File: config.mk
export PLATFORM = sky130hd
export DESIGN_NAME = audio_gain_exponential_fade
export DESIGN_NICKNAME = d
export VERILOG_FILES = /design/src/agef_pkg.sv /design/src/agef_scale.sv /design/src/agef_gain.sv /design/src/audio_gain_exponential_fade.sv
export SDC_FILE = /design/constraint.sdc
export NUM_CORES = 2
export LEC_CHECK = 0
export BUFFER_PORTS_ARGS = -buffer_cell sky130_fd_sc_hd__buf_4
export CAP_MARGIN = 10
export CORE_MARGIN = 3
export CORE_UTILIZATION = 40
export DETAILED_ROUTE_END_ITERATION = 10
export RECOVER_POWER = 100
export SYNTH_ARGS = -nofsm -noshare
export SYNTH_HDL_FRONTEND = slang
export SYNTH_SLANG_ARGS = --single-unit
File: constraint.sdc
create_clock -name i_clk -period 13.93 [get_ports i_clk]
set_input_delay 2.786 -clock i_clk [delete_from_list [all_inputs] [get_ports i_clk]]
set_output_delay 2.786 -clock i_clk [all_outputs]
set_load 0.02 [all_outputs]
File: src/agef_pkg.sv
// Package: shared types and constants for the audio gain and fade block.
`timescale 1ns / 1ps

package agef_pkg;

    localparam int SAMPLE_W  = 16;
    localparam int GAIN_W    = 24;
    localparam int Q_BITS    = 22;
    localparam int CFG_IDX_W = 2;

    localparam logic [GAIN_W-1:0] GAIN_ONE = 24'd4194304;
    localparam logic [GAIN_W-1:0] GAIN_MAX = 24'hFF_FFFF;

    localparam logic [CFG_IDX_W-1:0] CFG_START_LEVEL = 2'd0;
    localparam logic [CFG_IDX_W-1:0] CFG_FADE_FACTOR = 2'd1;
    localparam logic [CFG_IDX_W-1:0] CFG_FADE_TARGET = 2'd2;
    localparam logic [CFG_IDX_W-1:0] CFG_STEREO      = 2'd3;

    typedef struct packed {
        logic signed [SAMPLE_W-1:0] left_sample;
        logic signed [SAMPLE_W-1:0] right_sample;
    } t_in_item;

    typedef struct packed {
        logic signed [SAMPLE_W-1:0] left_scaled;
        logic signed [SAMPLE_W-1:0] right_scaled;
        logic                       fade_active;
    } t_out_item;

    typedef struct packed {
        logic [GAIN_W-1:0] gain;
        logic              stereo;
        logic              fade_active;
    } t_gain_status;

endpackage

File: src/agef_scale.sv
// Sample scaler: magnitude times Q2.22 gain, truncated toward zero, saturated to 16 bits.
`timescale 1ns / 1ps

module agef_scale (
    input  logic signed [agef_pkg::SAMPLE_W-1:0] i_sample,
    input  logic        [agef_pkg::GAIN_W-1:0]   i_gain,
    output logic signed [agef_pkg::SAMPLE_W-1:0] o_scaled
);

    localparam int MAG_W  = agef_pkg::SAMPLE_W + 1;
    localparam int PROD_W = MAG_W + agef_pkg::GAIN_W;
    localparam int Q_W    = PROD_W - agef_pkg::Q_BITS;

    logic              neg;
    logic [MAG_W-1:0]  mag;
    logic [PROD_W-1:0] prod;
    logic [Q_W-1:0]    q;
    logic [MAG_W-1:0]  q_sat;

    always_comb begin
        neg  = i_sample[agef_pkg::SAMPLE_W-1];
        mag  = neg ? MAG_W'(-{1'b1, i_sample}) : {1'b0, i_sample};
        prod = PROD_W'(mag) * PROD_W'(i_gain);
        q    = prod[PROD_W-1:agef_pkg::Q_BITS];
        if (neg) begin
            // negative side reaches one step further
            q_sat = (q > Q_W'(32768)) ? MAG_W'(32768) : q[MAG_W-1:0];
            o_scaled = agef_pkg::SAMPLE_W'(-q_sat);
        end else begin
            q_sat = (q > Q_W'(32767)) ? MAG_W'(32767) : q[MAG_W-1:0];
            o_scaled = q_sat[agef_pkg::SAMPLE_W-1:0];
        end
    end

endmodule

File: src/agef_gain.sv
// Gain state: configuration registers, running gain and the exponential fade step.
`timescale 1ns / 1ps

module agef_gain (
    input  logic                                  i_clk,
    input  logic                                  i_rst_n,
    input  logic                                  i_cfg_we,
    input  logic [agef_pkg::CFG_IDX_W-1:0]        i_cfg_index,
    input  logic [agef_pkg::GAIN_W-1:0]           i_cfg_data,
    input  logic                                  i_advance,
    output agef_pkg::t_gain_status                o_status
);

    localparam int GW     = agef_pkg::GAIN_W;
    localparam int PROD_W = 2 * GW;
    localparam int Q_W    = PROD_W - agef_pkg::Q_BITS;

    logic [GW-1:0] r_gain,   n_gain;
    logic [GW-1:0] r_factor, n_factor;
    logic [GW-1:0] r_target, n_target;
    logic          r_stereo, n_stereo;
    logic          r_fading, n_fading;

    logic              fade_end;
    logic              fading_after;
    logic [PROD_W-1:0] prod;
    logic [Q_W-1:0]    q;
    logic [GW-1:0]     gain_step;

    always_comb begin
        fade_end = r_fading &&
                   (((r_factor < agef_pkg::GAIN_ONE) && (r_gain <= r_target)) ||
                    ((r_factor > agef_pkg::GAIN_ONE) && (r_gain >= r_target)));
        fading_after = r_fading && !fade_end;
        prod = PROD_W'(r_gain) * PROD_W'(r_factor);
        q    = prod[PROD_W-1:agef_pkg::Q_BITS];
        gain_step = (|q[Q_W-1:GW]) ? agef_pkg::GAIN_MAX : q[GW-1:0];
    end

    always_comb begin
        n_gain   = r_gain;
        n_factor = r_factor;
        n_target = r_target;
        n_stereo = r_stereo;
        n_fading = r_fading;
        if (i_cfg_we) begin
            unique case (i_cfg_index)
                agef_pkg::CFG_START_LEVEL: n_gain = i_cfg_data;
                agef_pkg::CFG_FADE_FACTOR: begin
                    n_factor = i_cfg_data;
                    n_fading = (i_cfg_data != agef_pkg::GAIN_ONE);
                end
                agef_pkg::CFG_FADE_TARGET: n_target = i_cfg_data;
                agef_pkg::CFG_STEREO:      n_stereo = i_cfg_data[0];
                default:                   n_stereo = r_stereo;
            endcase
        end else if (i_advance) begin
            n_fading = fading_after;
            if (fade_end) begin
                n_gain = r_target;
            end else if (r_fading) begin
                n_gain = gain_step;
            end
        end
    end

    always_ff @(posedge i_clk) begin
        if (!i_rst_n) begin
            r_gain   <= agef_pkg::GAIN_ONE;
            r_factor <= agef_pkg::GAIN_ONE;
            r_target <= agef_pkg::GAIN_ONE;
            r_stereo <= 1'b1;
            r_fading <= 1'b0;
        end else begin
            r_gain   <= n_gain;
            r_factor <= n_factor;
            r_target <= n_target;
            r_stereo <= n_stereo;
            r_fading <= n_fading;
        end
    end

    assign o_status.gain        = r_gain;
    assign o_status.stereo      = r_stereo;
    assign o_status.fade_active = fading_after;

    a_fade_stays_off: assert property (@(posedge i_clk) disable iff (!i_rst_n)
        (!r_fading && !(i_cfg_we && (i_cfg_index == agef_pkg::CFG_FADE_FACTOR)))
        |=> !r_fading)
        else $error("fade restarted without a factor write");

    a_start_loads_gain: assert property (@(posedge i_clk) disable iff (!i_rst_n)
        (i_cfg_we && (i_cfg_index == agef_pkg::CFG_START_LEVEL))
        |=> (r_gain == $past(i_cfg_data)))
        else $error("start level write did not load the gain");

endmodule

File: src/audio_gain_exponential_fade.sv
// Top level: audio gain stage with exponential fade, input and result registers.
// A frame is held in the input register, then in the result register once that is free.
// Throughput: one frame per cycle; the gain recurrence is one 24x24 multiply per cycle.
// The input stalls only while both registers hold a frame and the output is stalled.
// Reset (synchronous, i_rst_n low): pipeline empty, gain and factor and target 1.0,
// stereo on, no fade running.
`timescale 1ns / 1ps

module audio_gain_exponential_fade (
    input  logic                           i_clk,
    input  logic                           i_rst_n,
    input  logic                           i_cfg_we,
    input  logic [agef_pkg::CFG_IDX_W-1:0] i_cfg_index,
    input  logic [agef_pkg::GAIN_W-1:0]    i_cfg_data,
    input  logic                           i_in_valid,
    output logic                           o_in_stall,
    input  agef_pkg::t_in_item             i_in_data,
    output logic                           o_out_valid,
    input  logic                           i_out_stall,
    output agef_pkg::t_out_item            o_out_data
);

    agef_pkg::t_gain_status status;

    logic                                 r_s1_valid;
    logic signed [agef_pkg::SAMPLE_W-1:0] r_s1_left;
    logic signed [agef_pkg::SAMPLE_W-1:0] r_s1_right;
    logic        [agef_pkg::GAIN_W-1:0]   r_s1_gain;
    logic                                 r_s1_stereo;
    logic                                 r_s1_fade;

    logic                r_out_valid;
    agef_pkg::t_out_item r_out;

    logic signed [agef_pkg::SAMPLE_W-1:0] left_scaled;
    logic signed [agef_pkg::SAMPLE_W-1:0] right_scaled;

    logic out_free;
    logic in_xfer;
    logic s1_move;

    assign out_free   = !r_out_valid || !i_out_stall;
    assign o_in_stall = r_s1_valid && !out_free;
    assign in_xfer    = i_in_valid && !o_in_stall;
    assign s1_move    = r_s1_valid && out_free;

    agef_gain u_gain (
        .i_clk      (i_clk),
        .i_rst_n    (i_rst_n),
        .i_cfg_we   (i_cfg_we),
        .i_cfg_index(i_cfg_index),
        .i_cfg_data (i_cfg_data),
        .i_advance  (in_xfer),
        .o_status   (status)
    );

    agef_scale u_scale_left (
        .i_sample(r_s1_left),
        .i_gain  (r_s1_gain),
        .o_scaled(left_scaled)
    );

    agef_scale u_scale_right (
        .i_sample(r_s1_right),
        .i_gain  (r_s1_gain),
        .o_scaled(right_scaled)
    );

    always_ff @(posedge i_clk) begin
        if (!i_rst_n) begin
            r_s1_valid  <= 1'b0;
            r_out_valid <= 1'b0;
        end else begin
            if (in_xfer) begin
                r_s1_valid <= 1'b1;
            end else if (s1_move) begin
                r_s1_valid <= 1'b0;
            end
            if (s1_move) begin
                r_out_valid <= 1'b1;
            end else if (!i_out_stall) begin
                r_out_valid <= 1'b0;
            end
        end
    end

    always_ff @(posedge i_clk) begin
        if (in_xfer) begin
            r_s1_left   <= i_in_data.left_sample;
            r_s1_right  <= i_in_data.right_sample;
            r_s1_gain   <= status.gain;
            r_s1_stereo <= status.stereo;
            r_s1_fade   <= status.fade_active;
        end
        if (s1_move) begin
            r_out.left_scaled  <= left_scaled;
            r_out.right_scaled <= r_s1_stereo ? right_scaled : '0;
            r_out.fade_active  <= r_s1_fade;
        end
    end

    assign o_out_valid = r_out_valid;
    assign o_out_data  = r_out;

    a_full_stall: assert property (@(posedge i_clk) disable iff (!i_rst_n)
        (r_s1_valid && r_out_valid && i_out_stall) |-> o_in_stall)
        else $error("input not stalled with both stages full");

    a_mono_right_zero: assert property (@(posedge i_clk) disable iff (!i_rst_n)
        (s1_move && !r_s1_stereo) |=> (o_out_data.right_scaled == '0))
        else $error("mono transfer produced a non-zero right sample");

    a_no_drop: assert property (@(posedge i_clk) disable iff (!i_rst_n)
        (r_out_valid && i_out_stall) |=> r_out_valid)
        else $error("stalled result lost");

endmodule

==> flow_summary.ini <==
[run_status]
status = complete, but fails checks
violations = max-capacitance violations, max-slew violations

[global_route]
grt_max_degree = 67
track_usage_pct = 22.56
antenna_found_initial = 9
gr-total-overflow = 0
grt_first_pass_wirelength_um = 241700
grt_pass1_vias = 43270

[logic_synthesis]
synth_cell_types = 111
async_flop_share_pct = 0
synth_edf_count = 91
ys_seq_area_share_pct = 8.068
synth_simple_gate_area_share_pct = 17.48
synth_ff_type = edfxtp_1
synth_top_family_by_area = adder cells
synth-seq-cells = 167
yosys_warnings = 0
synth_xor_xnor_area_share_pct = 1.343
synthAdderAreaFrac_pct = 53.15
synthesis.area_um2 = 52730
synthMuxAreaShare_pct = 0.2159
synthCells = 6062
synthesis.area_per_instance_um2 = 8.698
synth_compound_area_share_pct = 7.743

[route]
detail_route.wl_per_cell_um = 19.01
routed_via_density = 5.209
post-route-drc-count = 0
dr_total_vias = 40430
firstDrtPassIters = 5
wirelength_um = 147600
drtIter0Drc = 2648
ant_nets = 0

[cts]
cts.sinks = 167
postCtsHoldBufs = 0
clkLatencyLatePin_ns = 0.55
cts.clk_slew.worst_paths_ns = 0.08
cts_tree = done
ctsResizeCount = 0
cts-buffers-inserted = 17
htreeDepth = 4
post-cts-setup-buffer-count = 0
clk_path_buf_depth = 2
clock-root-buffer = clkbuf_16

[layout]
final_cell_mix = inv_1, nand2_1, fa_1, ha_1, and2_1
area_growth_pct = 6.141
final_net_count = 7628
drive_gt1_share_pct = 4.070
final_util_pct = 43.00
nFillCells = 13010
layout_commonest_cell = inv_1

[timing]
max_freq_mhz = 83.46
holdWs_ns = 0.4694
rsz0062_at_grt = false
period_minus_slack_ns = 11.98
final-setup-viol-count = 0
finalWorstSetupSlack_ns = 1.948
max_slew.worst_pin.slew_ns = 4.148
max_slew_margin_pct = -176.5
finalClockSkew_ns = 0.02176
drv_slew = 725
period_share_pct = 86.01
setup_tns_ns = 0
hold_viol = 0

[placed_design]
gp_congestion = 0.9065
place_ws_ns = 2.903
io_buffers = 97
place_hpwl_um = 111300

[worst_setup_path]
slowest_delay_ns = 0.88
crit_slowest_cell = o311ai_0
end_kind = register
crit_family = adder cells
start_kind = register
crit_fanout = 26
cp_common_cell = fa_1
worst-endpoint-arrival_ns = 12.37
reg2reg_depth = 35
critPathKind = register to register
cp_num_cells = 35
cp.required_ns = 14.32
path_buf_inv = 6

[run]
cap_viol_max_count = 24

[floorplan]
io_pins = 98
die_x_um = 369.1
coreArea_um2 = 130100
die-area_um2 = 136200
die_h_um = 369.1
placementRows = 132
initial_core_util_pct = 40.51

[worst_hold_path]
hold_depth = 2
hp-class = register to register
## sequential cells by signal, summed over array words and instances, names as in the netlist, 16 cells and up
register	flops
o_out_data	33
r_s1_gain	24
r_s1_left	16
r_s1_right	16
u_gain.r_factor	24
u_gain.r_gain	24
u_gain.r_target	24
## layer usage
layer | global-route usage [%] | part of all wire [%]
met1 | 30.25 | 43
met2 | 38.25 | 48
met3 | 3.664 | 6.4
met4 | 5.320 | 2.2
met5 | 0 | 0.012
## worst reg2reg max path, delay by kind of cell, from the launching register on
kind	cells	cell delay (ns)
flip-flops	1	0.81
buffers and inverters	6	1.33
AND/OR/NAND/NOR	8	1.98
XOR/XNOR	1	0.71
adder cells (fa/ha/maj)	9	3.77
AO/OA/AOI/OAI	11	3.28
## cell families after synthesis
kind of cell             Yosys count
adder cells (fa/ha/maj)         1559
XOR/XNOR                          80
buffers and inverters           1678
AND/OR/NAND/NOR                 1982
other                              2
AO/OA/AOI/OAI                    583
multiplexers                      11
flip-flops                       167
## final timing paths
check                                                      from                              end  slack, ns
worst max-delay path                    r_s1_right[0]$_DFFE_PP_     o_out_data[15]$_SDFFCE_PN0P_       1.95
worst min-delay path            u_gain.r_factor[5]$_SDFFE_PN0P_  u_gain.r_factor[5]$_SDFFE_PN0P_       0.47
worst max register to register          r_s1_right[0]$_DFFE_PP_     o_out_data[15]$_SDFFCE_PN0P_       1.95
worst min register to register  u_gain.r_factor[5]$_SDFFE_PN0P_  u_gain.r_factor[5]$_SDFFE_PN0P_       0.47
## cell usage after synthesis (all sizes together) (12+ instances only)
master / instances / area, um2
o21ai: 101 / 513.0
nor4: 25 / 192.7
nor2: 83 / 321.5
a21oi: 147 / 750.7
clkbuf: 306 / 1149
a21boi: 52 / 390.4
edfxtp: 91 / 2733
o211ai: 21 / 157.7
o21a: 12 / 90.09
a31oi: 18 / 142.6
nand4: 28 / 181.4
and2: 403 / 2521
nand2: 1218 / 4572
or3: 22 / 140.1
nand3: 60 / 300.3
and3: 24 / 150.1
nor3: 43 / 225.2
a211oi: 23 / 187.7
buf: 12 / 63.81
o221ai: 21 / 190.2
o31ai: 16 / 143.9
xnor2: 53 / 471.7
fa: 1135 / 22720
nand2b: 19 / 118.9
o21bai: 17 / 135.1
inv: 1360 / 5105
xor2: 27 / 236.5
a21o: 49 / 367.9
ha: 424 / 5305
dfxtp: 76 / 1521
## through the flow
| step | std cells | instance area [um2] |
|---|---|---|
| floorplan | 6108 | 52900 |
| finish | 7762 | 55960 |
| CTS | 7760 | 56310 |
| global placement | 7728 | 55690 |
| detailed placement | 7728 | 55690 |
| global route | 7761 | 55960 |
## area by class of cell
type | instances | area, um2 | share of cell area [%]
Multi-Input combinational cell | 4263 | 42560 | 76.05
Inverter | 1360 | 5105 | 9.122
Sequential cell | 167 | 4254 | 7.601
Tap cell | 1742 | 2180 | 3.895
Timing Repair Buffer | 197 | 1244 | 2.222
Clock buffer | 18 | 439.2 | 0.7847
Clock inverter | 14 | 181.4 | 0.3242
Antenna cell | 1 | 2.502 | 0.004471
Power is not shown: default switching activity piles up to over one toggle a cycle in this logic, so the estimate is an artifact.
